===== config.mk =====
export PLATFORM = sky130hd
export DESIGN_NAME = qsj_ctrl
export DESIGN_NICKNAME = d
export VERILOG_FILES = /design/src/hw/rtl/qsj_pkg.sv /design/src/hw/rtl/qsj_ctrl.sv
export SDC_FILE = /design/constraint.sdc
export NUM_CORES = 1
export LEC_CHECK = 0
export BUFFER_PORTS_ARGS = -buffer_cell sky130_fd_sc_hd__buf_4
export CORE_MARGIN = 8
export CORE_UTILIZATION = 35
export DETAILED_ROUTE_END_ITERATION = 6
export GPL_TIMING_DRIVEN = 0
export PLACE_DENSITY_LB_ADDON = 0.1
export SLEW_MARGIN = 40
export SYNTH_ARGS = -nofsm -noshare
export SYNTH_HDL_FRONTEND = slang
export SYNTH_SLANG_ARGS = --single-unit

===== constraint.sdc =====
create_clock -name clk -period 2.5 [get_ports clk]
set_input_delay 0.125 -clock clk [delete_from_list [all_inputs] [get_ports clk]]
set_output_delay 0.125 -clock clk [all_outputs]
set_load 0.05 [all_outputs]

===== src/hw/rtl/qsj_pkg.sv =====
`timescale 1ns / 1ps
// Shared types and constants for the quad surface Jacobian block.
// Used by the controller, the datapath and the top level; depends on nothing.
package qsj_pkg;

    localparam int QSJ_NUM_QP   = 4;
    localparam int QP_W         = 17;
    localparam int NUM_CFG      = 8;
    localparam int CFG_IDX_W    = 3;

    localparam logic [QP_W-1:0] ONE_Q16 = 17'd65536;

    localparam logic [QP_W-1:0] QP_RESET [NUM_CFG] = '{
        17'd13849, 17'd13849, 17'd51687, 17'd13849,
        17'd51687, 17'd51687, 17'd13849, 17'd51687
    };

    localparam int MULA_STEPS = 16;
    localparam int CROSS_STEPS = 6;
    localparam int SQ_STEPS   = 3;
    localparam int SQRT_STEPS = 32;
    localparam int DIV_STEPS  = 31;
    localparam int LAST_COMP  = 2;

    typedef struct packed {
        logic       node_load;
        logic       diff_load;
        logic       mula_go;
        logic [3:0] mula_step;
        logic       abs_a;
        logic       shift_a;
        logic       cross_go;
        logic [2:0] cross_step;
        logic       abs_c;
        logic       shr_c;
        logic       shl_c;
        logic       sq_go;
        logic [1:0] sq_step;
        logic       sqrt_init;
        logic       sqrt_step;
        logic       div_init;
        logic       div_step;
        logic       nrm_store;
        logic [1:0] div_comp;
        logic       area_go;
        logic       out_load;
        logic [1:0] qp;
        logic       last;
    } qsj_cmd_t;

    typedef struct packed {
        logic a_big;
        logic c_big;
        logic c_small;
        logic c_zero;
    } qsj_status_t;

endpackage


===== src/hw/rtl/qsj_ctrl.sv =====
`timescale 1ns / 1ps
// Controller state machine: sequences node loads and the per-point work.
// Depends on qsj_pkg for the command and status types.
module qsj_ctrl
    import qsj_pkg::*;
#(
    parameter int NUM_QP = QSJ_NUM_QP
)
(
    input  logic         clk,
    input  logic         rst_n,
    input  logic         in_valid,
    output logic         in_ready,
    input  logic [1:0]   node_index,
    output logic         out_valid,
    input  logic         out_ready,
    input  qsj_status_t  status,
    output qsj_cmd_t     cmd
);

    typedef enum logic [3:0] {
        S_IDLE,
        S_DIFF,
        S_MULA,
        S_ABSA,
        S_SHA,
        S_CROSS,
        S_ABSC,
        S_SHB,
        S_SQ,
        S_SQRT,
        S_DIV,
        S_AREA,
        S_OUT
    } state_t;

    state_t     state_reg;
    logic [5:0] cnt_reg;
    logic [1:0] comp_reg;
    logic [1:0] qp_reg;
    logic       out_valid_reg;
    logic       slot_free;
    logic       last_qp;

    assign slot_free = !out_valid_reg || out_ready;
    assign last_qp   = qp_reg == 2'(NUM_QP - 1);
    assign in_ready  = state_reg == S_IDLE;
    assign out_valid = out_valid_reg;

    always_comb
    begin
        cmd            = '0;
        cmd.qp         = qp_reg;
        cmd.last       = last_qp;
        cmd.mula_step  = cnt_reg[3:0];
        cmd.cross_step = cnt_reg[2:0];
        cmd.sq_step    = cnt_reg[1:0];
        cmd.div_comp   = comp_reg;
        unique case (state_reg)
            S_IDLE:  cmd.node_load = in_valid;
            S_DIFF:  cmd.diff_load = 1'b1;
            S_MULA:  cmd.mula_go   = cnt_reg < 6'(MULA_STEPS);
            S_ABSA:  cmd.abs_a     = 1'b1;
            S_SHA:   cmd.shift_a   = status.a_big;
            S_CROSS: cmd.cross_go  = cnt_reg < 6'(CROSS_STEPS);
            S_ABSC:  cmd.abs_c     = 1'b1;
            S_SHB:
            begin
                cmd.shr_c = !status.c_zero && status.c_big;
                cmd.shl_c = !status.c_zero && !status.c_big && status.c_small;
            end
            S_SQ:    cmd.sq_go     = cnt_reg < 6'(SQ_STEPS);
            S_SQRT:
            begin
                cmd.sqrt_init = cnt_reg == '0;
                cmd.sqrt_step = cnt_reg != '0;
            end
            S_DIV:
            begin
                cmd.div_init  = cnt_reg == '0;
                cmd.div_step  = (cnt_reg != '0) && (cnt_reg <= 6'(DIV_STEPS));
                cmd.nrm_store = cnt_reg == 6'(DIV_STEPS + 1);
            end
            S_AREA:  cmd.area_go   = 1'b1;
            S_OUT:   cmd.out_load  = slot_free;
            default: cmd.diff_load = 1'b0;
        endcase
    end

    always_ff @(posedge clk or negedge rst_n)
    begin
        if (!rst_n)
        begin
            state_reg     <= S_IDLE;
            cnt_reg       <= '0;
            comp_reg      <= '0;
            qp_reg        <= '0;
            out_valid_reg <= 1'b0;
        end
        else
        begin
            if (cmd.out_load)
            begin
                out_valid_reg <= 1'b1;
            end
            else if (out_ready)
            begin
                out_valid_reg <= 1'b0;
            end

            unique case (state_reg)
                S_IDLE:
                begin
                    if (in_valid && (node_index == 2'd3))
                    begin
                        state_reg <= S_DIFF;
                        qp_reg    <= '0;
                    end
                end
                S_DIFF:
                begin
                    state_reg <= S_MULA;
                    cnt_reg   <= '0;
                end
                S_MULA:
                begin
                    if (cnt_reg == 6'(MULA_STEPS))
                    begin
                        state_reg <= S_ABSA;
                    end
                    else
                    begin
                        cnt_reg <= cnt_reg + 6'd1;
                    end
                end
                S_ABSA:  state_reg <= S_SHA;
                S_SHA:
                begin
                    if (!status.a_big)
                    begin
                        state_reg <= S_CROSS;
                        cnt_reg   <= '0;
                    end
                end
                S_CROSS:
                begin
                    if (cnt_reg == 6'(CROSS_STEPS))
                    begin
                        state_reg <= S_ABSC;
                    end
                    else
                    begin
                        cnt_reg <= cnt_reg + 6'd1;
                    end
                end
                S_ABSC:  state_reg <= S_SHB;
                S_SHB:
                begin
                    if (status.c_zero)
                    begin
                        state_reg <= S_AREA;
                    end
                    else if (!status.c_big && !status.c_small)
                    begin
                        state_reg <= S_SQ;
                        cnt_reg   <= '0;
                    end
                end
                S_SQ:
                begin
                    if (cnt_reg == 6'(SQ_STEPS))
                    begin
                        state_reg <= S_SQRT;
                        cnt_reg   <= '0;
                    end
                    else
                    begin
                        cnt_reg <= cnt_reg + 6'd1;
                    end
                end
                S_SQRT:
                begin
                    if (cnt_reg == 6'(SQRT_STEPS))
                    begin
                        state_reg <= S_DIV;
                        cnt_reg   <= '0;
                        comp_reg  <= '0;
                    end
                    else
                    begin
                        cnt_reg <= cnt_reg + 6'd1;
                    end
                end
                S_DIV:
                begin
                    if (cnt_reg == 6'(DIV_STEPS + 1))
                    begin
                        cnt_reg <= '0;
                        if (comp_reg == 2'(LAST_COMP))
                        begin
                            state_reg <= S_AREA;
                        end
                        else
                        begin
                            comp_reg <= comp_reg + 2'd1;
                        end
                    end
                    else
                    begin
                        cnt_reg <= cnt_reg + 6'd1;
                    end
                end
                S_AREA:  state_reg <= S_OUT;
                S_OUT:
                begin
                    if (slot_free)
                    begin
                        qp_reg  <= qp_reg + 2'd1;
                        cnt_reg <= '0;
                        state_reg <= last_qp ? S_IDLE : S_MULA;
                    end
                end
                default: state_reg <= S_IDLE;
            endcase
        end
    end

endmodule


* Word-level counts from Yosys, hierarchy flattened
Cells that the tools add are included.
** Storage, ports and cells
- Output and inout port bits :: 33
- Input bits :: 10
- Register bits :: 15
- Word-level logic and storage cells :: 113
** Cells by class
- Order comparisons :: 4
- Multiplexer cells :: 44
- Equality and inequality tests :: 34
- Reductions and logical operators :: 23
- Add/sub/neg operators :: 3
** Operator list (number)
- $pmux W4 S13 :: 1
- $mux W6 :: 8
- $pmux W6 S8 :: 1
- $mux W4 :: 11
- $ne A2 B2 Y1 const B :: 13
- $eq A4 B4 Y1 const B :: 5
- $eq A4 B3 Y1 const B :: 4
- $mux W2 :: 8
- $mux W1 :: 12
- $reduce_and A10 Y1 :: 1
- $eq A4 B2 Y1 const B :: 2
- $pmux W2 S2 :: 2
- $reduce_bool A8 Y1 :: 1
- $reduce_and A7 Y1 :: 1
- $add A6 B1 Y6 const B :: 1
- $eq A2 B2 Y1 const B :: 3
- $eq A6 B2 Y1 const B :: 1
- $eq A6 B3 Y1 const B :: 1
- $eq A6 B5 Y1 const B :: 1
- $eq A6 B6 Y1 const B :: 1
- $le A6 B5 Y1 const B :: 1
- $logic_and A1 B1 Y1 :: 6
- $logic_not A6 Y1 :: 1
- $lt A6 B2 Y1 const B :: 1
- 15 further kinds :: 21

* Longest topological paths before layout
Gate-level depths: netlist of the first run.
- Word-level depth :: 5
- Mapped depth :: 7
- Depth with buffers taken out :: 7

* Worst setup path before layout of the first run
OpenSTA, ideal clock, no wires.
- Path type :: reg2out
- From :: register cnt_reg[2]
- To :: output port cmd[14] in the netlist's numbering
- Arrival :: 2538 ps
- Required time :: 2375 ps
- Buffers on the path :: 1
- Cell stages (with the launch flop) :: 4
- Slack :: -163 ps
- Cells stage by stage :: dfrtp_1 > buf_2 > nor4_2 > nor4b_1
** RTL lines
- start: declaration :: RTL line qsj_ctrl.sv:38 : logic [5:0] cnt_reg;
- start signal: assignment :: RTL line qsj_ctrl.sv:133 : cnt_reg <= cnt_reg + 6'd1;
- start signal: assignment :: RTL line qsj_ctrl.sv:153 : cnt_reg <= cnt_reg + 6'd1;
- start signal: assignment :: RTL line qsj_ctrl.sv:178 : cnt_reg <= cnt_reg + 6'd1;
- end: declaration :: RTL line qsj_ctrl.sv:18 : output qsj_cmd_t cmd

* Final worst setup path of the first run
- From :: register cnt_reg[1]
- To :: register cnt_reg[2]
** Between the ends
- Cells in the longest elaborated chain, start to end :: 3
- Elaborated cells between the ends (all ways) :: 13
- Those cells by class :: 1 x add/sub; 6 x eq/ne; 5 x mux; 1 x reduce/logical
** RTL lines (RTL line)
- $add A6 B1 Y6, or another cell as far along
- $mux W6, or another cell as far along :: qsj_ctrl.sv:183, qsj_ctrl.sv:196
- $pmux W6 S8 / $reduce_and A7 Y1 (equally long branches)
Several ways; a longest one is shown, not always the timed one. The select of a mux whose other input is x is not followed.
A chain may end at the register's enable or synchronous reset.

==> metrics, run 1 <==
status=finished, final reports clean; TNS Setup=0 ps; share of layout cells above drive strength 1=35.4%; WL met1=1970 um; slowest cell on the critical path=dfrtp_1; vias in the first global route=1525; Max clock buf depth=2; critical path class=reg2reg; # fillers=400; Syn-to-layout area delta=32.0%; Routed WL=4450 um; synth unique cells=54; Setup Viol. Count Final=0; Clock Sinks=15; worst path arrival time=2520 ps; routability congestion estimate=0.929; Gate Count Post-Synth=179; CTS clk-pin slew, worst paths=70 ps; DRT Pass-1 Iters=5; mapped cell area=1420 sq um; commonest non-fill, non-tap cell in the layout=buf_4; final core occ=47.4%; EDFF count, synth=0; row cnt=23; H-tree levels=1; sequential share of the synthesized area=26.5%; initial core utilization=36.0%; routed wl met3=323 um; worst slew pin tran=551 ps; Port Buffer Count=42; number of max-cap violations=0; Die Span Y=79.6 um; Crit path largest cell delay=480 ps; max reg flops=6; CTS tree=yes; vias=1523; PwrDens=1260 nW/um^2; first-pass GRT wire length=7440 um; DRC=0; Main synth FF type=dfrtp_1; Slew Viols, Final=0; commonest non-fill, non-tap cells in the layout=buf_4 (52), nor2_1 (17), dfrtp_1 (15); Detailed Place HPWL=3390 um; wire length on met2=2100 um; root buf cell=clkbuf_8; worst-path fanout max=10; PostCTS Resize Cnt=0; Hold Violations, Final=0; worst-skew pair later-pin latency=270 ps; total core area=3940 sq um; wire per inst=16.1 um; critical path startpoint category=flip-flop; Die Width=79.6 um; synth warn=0; die area=6340 sq um; antenna cells=0; worst vdd ir=591 uV; Post-Syn Nets=193; RSZ-0062 raised after global routing=no; Req. time, crit path=2650 ps; Final period util=94.8%; antenna-violating nets left=0; cell taking the most area after synthesis=dfrtp_1; worst clock skew=5.98 ps; worst-path cell chain=inv_1, ha_1, nor3b_2, nand3b_1, o32ai_2, nor3_1, a311o_1; cts bufs inserted=3; initial antenna violation count=0; leakage power=0.888 nW; gr ovfl total=0; top cell type's share of synthesized area=26.5%; Max Clk Rate=422 MHz; CP Capture Type=flip-flop; pin count of the biggest net entering global routing=16; DR iter-0 viols=101; register bit total from synthesis=15; top cells by area, synth=dfrtp_1 (26%), buf_4 (5.3%), nor2_1 (4.5%), ha_1 (3.5%), nand2b_1 (3.5%); asr flop ratio synth=100%; Nets=241; Worst slew margin=63.2%; vias per inst=5.52; GRT Total Usage=14.5%; IO Pins=43; Syn Area/Cell=7.92 sq um; final worst path period need=2370 ps; Top Metal Used=met4; worst hold path class=in2reg
==> cell type report <==
type,count,area (sq um),area share [%]
inverters,9,33.8,1.81
clock inverters,1,5.00,0.268
flip-flops and latches,15,375,20.1
well taps,50,62.6,3.34
clock buffers,3,41.3,2.21
repair buffers,43,325,17.4
multi-input cells,134,905,48.4
plain buffers,21,123,6.56
==> critical path: cells and delay by family, from the launching register on <==
kind,cells,cell delay (ps)
compound gates,2,770
fa+ha+maj,1,200
buf+inv,1,120
flops,1,480
simple gates,3,690
==> logic make-up (layout without fill, tap and decap cells) <==
group                    Yosys count  count (layout)  share of synthesized area, %
adder cells (fa/ha/maj)            4               4                          3.53
XOR/XNOR                           1               1                         0.618
AO/OA/AOI/OAI                     40              40                          21.5
AND/OR/NAND/NOR                   86              86                          34.5
flip-flops                        15              15                          26.5
multiplexers                       3               3                          2.29
buffers and inverters             30              77                          11.0
==> layer usage <==
layer	GRT usage, %	up-vias
li1	-	736
met3	3.49	5
met1	18.2	723
met2	23.6	59
met5	0	-
met4	5.00	0
==> repair_timing <==
action	in CTS	in global routing
buffers inserted	0	0
hold endpoints to repair	15	0
hold buffers	1	0
endpoints found under the setup margin	0	0
==> power by group <==
part	internal [W]	leakage [nW]	switching (W)
Clock	0.000111	0.0255	0.000108
Sequential	0.000312	0.199	0.0000669
Combinational	0.000626	0.664	0.00113
Total	0.00105	0.888	0.00131
==> through the flow <==
stage / total power [W] / hold slack [ps] / cells / cell area (sq um) / setup slack [ps]
6_report: 0.00236 / 189 / 276 / 1870 / 131
5_1_grt: 0.00252 / 227 / 276 / 1870 / 6.16
4_1_cts: 0.00237 / 191 / 276 / 1870 / 130
3_5_place_dp: 0.00214 / 6.05 / 271 / 1810 / 162
3_3_place_gp: 0.00213 / -1.10 / 271 / 1810 / 151
2_1_floorplan: 0.00169 / -171 / 179 / 1440 / 186
==> synthesized netlist by cell type, drive strengths merged (3+ instances only) <==
master and instances:
and2 3, o21ai 8, nor2b 3, a21oi 7
nor3 8, nor4 4, dfrtp 15, nand3 7
nand2b 8, and3 5, nand3b 4, clkbuf 6
or2 5, nand2 13, ha 4, buf 15
nor2 17, inv 9
==> worst paths after layout <==
path                            cells past startpoint  slack [ps]   startpoint      endpoint
worst max-delay path                                7         130   cnt_reg[1]    cnt_reg[2]
worst min-delay path                                3         190    out_ready     out_valid
worst max register to register                      7         130   cnt_reg[1]    cnt_reg[2]
worst min register to register                      2         520  comp_reg[1]   comp_reg[1]
max in group asynchronous                           2        2050        rst_n    cnt_reg[0]
min in group asynchronous                           2         250        rst_n  state_reg[3]
(Power assumes the default switching activity.)
==> inputs of run 2 (changes only) <==
--- a/config.mk
+++ b/config.mk
@@ -5,12 +5,13 @@
 export SDC_FILE = /design/constraint.sdc
 export NUM_CORES = 1
 export LEC_CHECK = 0
+export ABC_AREA = 1
 export BUFFER_PORTS_ARGS = -buffer_cell sky130_fd_sc_hd__buf_4
 export CORE_MARGIN = 8
 export CORE_UTILIZATION = 35
 export DETAILED_ROUTE_END_ITERATION = 6
 export GPL_TIMING_DRIVEN = 0
-export PLACE_DENSITY_LB_ADDON = 0.1
+export PLACE_DENSITY = 0.62
 export SLEW_MARGIN = 40
 export SYNTH_ARGS = -nofsm -noshare
 export SYNTH_HDL_FRONTEND = slang
==> metrics, run 2 <==
status=finished, final reports clean; worst reg2reg path depth=9 (+2); vias in the first global route=1637 (+7.3%); Critical Path Source=cnt_reg[0]; WHS=65.5 ps (-123 ps); Syn-to-layout area delta=27.8%; commonest non-fill, non-tap cells in the layout=nand2_1 (59), buf_4 (52), nand3_1 (35); share of layout cells above drive strength 1=35.6% (+0.22 points); fin cells=344 (+25%); gr ovfl total=0 (unchanged); Slew Viols, Final=0 (unchanged); total core area=4350 sq um (+10%); DRT Pass-1 Iters=4 (-1); top cells by area, synth=dfrtp_1 (24%), nand2_1 (14%), nand3_1 (11%), nor2_1 (6.5%), nor2_4 (5.7%); DR iter-0 viols=81 (-20%); first-pass GRT wire length=7650 um (+2.8%); critical path class=reg2out; worst clock skew=14.4 ps (+8.40 ps); Clock Sinks=15 (unchanged); critical path startpoint category=flip-flop; final core occ=46.1% (-1.4 points); antenna cells=0 (unchanged); synth warn=0 (unchanged); Top Metal Used=met4; total power draw=0.00224 W (-5.0%); register bit total from synthesis=15 (unchanged); Max clock buf depth=2 (unchanged); worst vdd ir=572 uV (-3.3%); H-tree levels=1 (unchanged); TNS Setup=0 ps (unchanged); cts bufs inserted=3 (unchanged); worst-path fanout max=9 (-1); asr flop ratio synth=100% (unchanged); top cell type's share of synthesized area=23.9% (-2.6 points); pin count of the biggest net entering global routing=16 (unchanged); Syn Area/Cell=6.41 sq um (-19%); Die Span Y=83.0 um (+4.2%); DRC=0 (unchanged); initial core utilization=36.1% (+0.11 points); wire length on met2=2080 um (-0.81%); worst hold path class=in2reg; Port Buffer Count=42 (unchanged); Post-Syn Nets=259 (+34%); root buf cell=clkbuf_8; Main synth FF type=dfrtp_1; placed cells=339 (+25%); Detailed Place HPWL=3590 um (+5.9%); antenna-violating nets left=0 (unchanged); synth unique cells=28 (-48%); CTS tree=yes; cell taking the most area after synthesis=dfrtp_1; top post-synthesis cells by count=nand2_1 (59), nand3_1 (35), nor2_1 (27); GRT Total Usage=12.9% (-1.6 points); die area=6890 sq um (+8.6%); crit path to=cmd[11]; Routed WL=4360 um (-2.0%); Max Clk Rate=497 MHz (+18%); Worst slew margin=74.3% (+11 points); Req. time, crit path=2380 ps (-270 ps); initial antenna violation count=0 (unchanged); vias per inst=4.79 (-13%); worst path arrival time=1890 ps (-630 ps); Gate Count Post-Synth=245 (+37%); Final period util=80.6% (-14 points); IO Pins=43 (unchanged); number of max-cap violations=0 (unchanged); CP Capture Type=primary output; CTS clk-pin slew, worst paths=80 ps (about the same); worst-skew pair later-pin latency=260 ps (about the same); sequential share of the synthesized area=23.9% (-2.6 points); count leader, synth=nand2_1; vias=1647 (+8.1%); Die Width=83.0 um (+4.2%); max reg flops=6 (unchanged); RSZ-0062 raised after global routing=no; worst slew pin tran=385 ps (-166 ps); PostCTS Resize Cnt=0 (unchanged); routed wl met3=225 um (-30%); mapped cell area=1570 sq um (+11%); Setup Viol. Count Final=0 (unchanged); WL met1=2020 um (+2.6%); final worst path period need=2010 ps (-355 ps); EDFF count, synth=0 (unchanged); FF-to-FF setup slack=690 ps (+560 ps); PwrDens=1120 nW/um^2 (-11%); commonest non-fill, non-tap cell in the layout=nand2_1; reg2reg end=state_reg[0]; routability congestion estimate=0.895 (-3.7%); Nets=307 (+27%); RR Startpoint=cnt_reg[0]; Hold Violations, Final=0 (unchanged); leakage power=1.13 nW (+27%); wire per inst=12.7 um (-21%); row cnt=24 (+4.3%)
## run 2: through the flow
step / area (sq um) / worst slack (ps)
global route: 2010 / 334
finish: 2010 / 486
floorplan: 1570 / 8.66
global placement: 1950 / 760
detailed placement: 1950 / 726
CTS: 2010 / 476
## run 2: cell families (layout without fill, tap and decap cells)
| family | Yosys count | in the layout | synth area share (%) |
|---|---|---|---|
| fa+ha+maj | 4 | 4 | 3.19 |
| compound gates | 10 | 10 | 4.06 |
| buf+inv | 48 | 95 | 14.0 |
| xor+xnor | 2 | 2 | 1.12 |
| flops | 15 | 15 | 23.9 |
| simple gates | 166 | 166 | 53.7 |
## run 2: power by group
| part | internal [W] | total (W) | switching [W] |
|---|---|---|---|
| registers | 0.000297 | 0.000404 | 0.000107 |
| logic | 0.000504 | 0.00163 | 0.00112 |
| clock network | 0.000111 | 0.000210 | 0.0000995 |
## run 2: critical path: stages, from the launching register on
cell and delay, ps:
dfrtp_1 490, inv_1 200, ha_1 230, nand2_1 100
nor2_1 130, inv_1 100, nor3_1 150, buf_4 230
## run 2: area by class of cell
cell class                 instances  area (sq um)
fill                             465          2350
multi-input combinational        182           975
sequential                        15           375
timing repair buffer              43           325
inverter                          36           135
buffer                            12          85.1
tap                               52          65.1
clock buffer                       3          41.3
clock inverter                     1          5.00
## run 2: worst min path at each step
| stage | cells after the start | endpoint | slack, ps | start |
|---|---|---|---|---|
| 5_1_grt | 2 | out_valid | 80 | out_ready |
| 3_3_place_gp | 1 | comp_reg[0] | 1 | rst_n |
| 4_1_cts | 2 | out_valid | 50 | out_ready |
| 3_5_place_dp | 1 | comp_reg[0] | 8 | rst_n |
| 2_1_floorplan | 0 | cnt_reg[0] | -170 | rst_n |
| 6_report | 2 | out_valid | 70 | out_ready |
## run 2: what timing repair did
action | 4_1_cts | 5_1_grt
hold buffers | 1 | 0
buffers inserted | 0 | 0
hold endpoints to repair | 15 | 0
## run 2: routing by layer
metal,vias to the layer above,track usage [%]
met2,33,20.8
met3,4,3.61
met4,0,3.35
li1,864,-
met1,746,16.3
met5,-,0
==> inputs of run 3 (changes only) <==
--- a/config.mk
+++ b/config.mk
@@ -5,13 +5,13 @@
 export SDC_FILE = /design/constraint.sdc
 export NUM_CORES = 1
 export LEC_CHECK = 0
-export ABC_AREA = 1
+export ABC_AREA = 0
 export BUFFER_PORTS_ARGS = -buffer_cell sky130_fd_sc_hd__buf_4
 export CORE_MARGIN = 8
 export CORE_UTILIZATION = 35
 export DETAILED_ROUTE_END_ITERATION = 6
 export GPL_TIMING_DRIVEN = 0
-export PLACE_DENSITY = 0.62
+export PLACE_DENSITY = 0.63
 export SLEW_MARGIN = 40
 export SYNTH_ARGS = -nofsm -noshare
 export SYNTH_HDL_FRONTEND = slang
==> constraint.sdc (replaced) <==
create_clock -name clk -period 1.91 [get_ports clk]
set_input_delay 0.0955 -clock clk [delete_from_list [all_inputs] [get_ports clk]]
set_output_delay 0.0955 -clock clk [all_outputs]
set_load 0.05 [all_outputs]
==> metrics, run 3 (same netlist as run 1, synthesis figures left out) <==
GRT Total Usage=14.8% (+1.9 points); Final period util=100%; worst hold path class=in2reg; failing checks=setup timing; leakage power=1.01 nW (-11%); gr ovfl total=0 (unchanged); Setup Viol. Count Final=2 (+2); antenna cells=0 (unchanged); Syn-to-layout area delta=56.1%; Slew Viols, Final=0 (unchanged); total core area=3940 sq um (-9.5%); pre-CTS WS=-252 ps (-978 ps); row cnt=23 (-4.2%); slowest cell on the critical path=dfrtp_2; wire per inst=16.5 um (+30%); Worst slew margin=79.6% (+5.3 points); Hold Violations, Final=0 (unchanged); vias per inst=5.45 (+14%); final setup margin=-7.91 ps (-494 ps); Routed WL=4730 um (+8.5%); pin count of the biggest net entering global routing=16 (unchanged); final worst path period need=1920 ps; number of max-cap violations=0 (unchanged); PwrDens=1620 nW/um^2 (+45%); IO Pins=43 (unchanged); cts bufs inserted=3 (unchanged); DRC=0 (unchanged); root buf cell=clkbuf_8; die area=6340 sq um (-7.9%); H-tree levels=1 (unchanged); total power draw=0.00359 W (+60%); worst-path fanout max=4 (-5); status=complete, but fails checks; Clock Sinks=15 (unchanged); Die Width=79.6 um (-4.0%); critical path startpoint category=flip-flop; DR iter-0 viols=116 (+43%); worst slew pin tran=304 ps (-81.0 ps); RSZ-0062 raised after global routing=yes; share of layout cells above drive strength 1=55.5% (+20 points); routability congestion estimate=0.922 (+3.0%); worst vdd ir=788 uV (+38%); worst-path cell chain=inv_2, ha_4, nor3b_4, buf_6, a221oi_2, nor3_2, nor3_2, a221o_1; DRT Pass-1 Iters=4 (unchanged); initial antenna violation count=0 (unchanged); critical path class=reg2reg; CTS clk-pin slew, worst paths=70 ps (about the same); commonest non-fill, non-tap cells in the layout=buf_4 (63), nor2_1 (15), nand2_1 (11); Crit path largest cell delay=410 ps (-80 ps); worst-skew pair later-pin latency=260 ps (about the same); Req. time, crit path=2050 ps (-330 ps); vias in the first global route=1560 (-4.7%); worst path arrival time=2060 ps (+170 ps); commonest non-fill, non-tap cell in the layout=buf_4; max reg flops=6 (unchanged); worst clock skew=9.85 ps (-4.54 ps); CTS tree=yes; Nets=251 (-18%); Port Buffer Count=42 (unchanged); initial core utilization=36.0% (-0.11 points); Detailed Place HPWL=3310 um (-7.7%); crit-path most repeated cell=nor3_2; Die Span Y=79.6 um (-4.0%); vias=1558 (-5.4%); antenna-violating nets left=0 (unchanged); Max Clk Rate=521 MHz; CP Capture Type=flip-flop; Max clock buf depth=2 (unchanged); first-pass GRT wire length=7650 um (about the same)
==> run 3: cell types whose count changed in the layout (fill, tap and decap cells not counted), sizes merged, moves of 5 or more <==
cell / before / now
nor2: 44 / 17
nand2: 72 / 13
nand2b: 0 / 8
and3: 0 / 5
inv: 33 / 9
a21oi: 1 / 7
buf: 54 / 70
nand3: 38 / 7
==> run 3: metrics by stage <==
step	instance area [sq um]	util (%)	hold slack (ps)	setup TNS [ps]	cells
final	2210	56.1	223	-10.5	286
after global routing	2210	56.1	242	-175	286
after CTS	2050	52.1	177	-40.4	279
after detailed placement	1880	47.7	-21.1	-1560	271
after global placement	1880	47.7	-25.0	-1450	271
after floorplan	1500	-	-200	-81.0	179
==> run 3: repair_timing <==
action                                 CTS  global route
setup endpoints to repair               17            16
pin swaps                                4            13
hold buffers                             1             0
setup buffers                            6             7
endpoints found under the hold margin   15             0
resized for setup                       21            34
==> run 3: power breakdown <==
part	leakage (nW)	total (W)	switching [W]	internal [W]
Combinational	0.799	0.00280	0.00167	0.00113
Clock	0.0228	0.000275	0.000127	0.000148
Sequential	0.188	0.000518	0.000103	0.000415
Total	1.01	0.00359	0.00190	0.00169
==> run 3: worst paths after layout <==
check / from / slack [ps] / cells past startpoint / end
hold reg to reg: comp_reg[0] / 500 / 1 / comp_reg[0]
hold / removal: out_ready / 220 / 3 / out_valid
setup / recovery: cnt_reg[1] / -8 / 8 / cnt_reg[5]
min in group asynchronous: rst_n / 240 / 2 / out_valid
setup reg to reg: cnt_reg[1] / -8 / 8 / cnt_reg[5]
max in group asynchronous: rst_n / 1450 / 2 / cnt_reg[1]
==> run 3: final cells by class <==
cell class / instances / area [sq um]
fill: 356 / 1730
multi-input combinational: 134 / 1120
timing repair buffer: 56 / 434
sequential: 15 / 384
buffer: 18 / 129
tap: 50 / 62.6
clock buffer: 4 / 45.0
inverter: 9 / 33.8
==> run 3: worst max-delay path: cells and delay by family (launching register included) <==
family	cells	cell delay, ps
buffers and inverters	2	220
flip-flops	1	410
AND/OR/NAND/NOR	3	640
adder cells (fa/ha/maj)	1	130
AO/OA/AOI/OAI	2	410
==> run 3: metal layers <==
layer	up-vias	routed length (um)	GRT usage, %
met5	-	0	0
met4	0	43	3.70
met3	6	302	4.62
met2	45	2320	24.8
met1	749	2060	17.9
li1	758	-	-
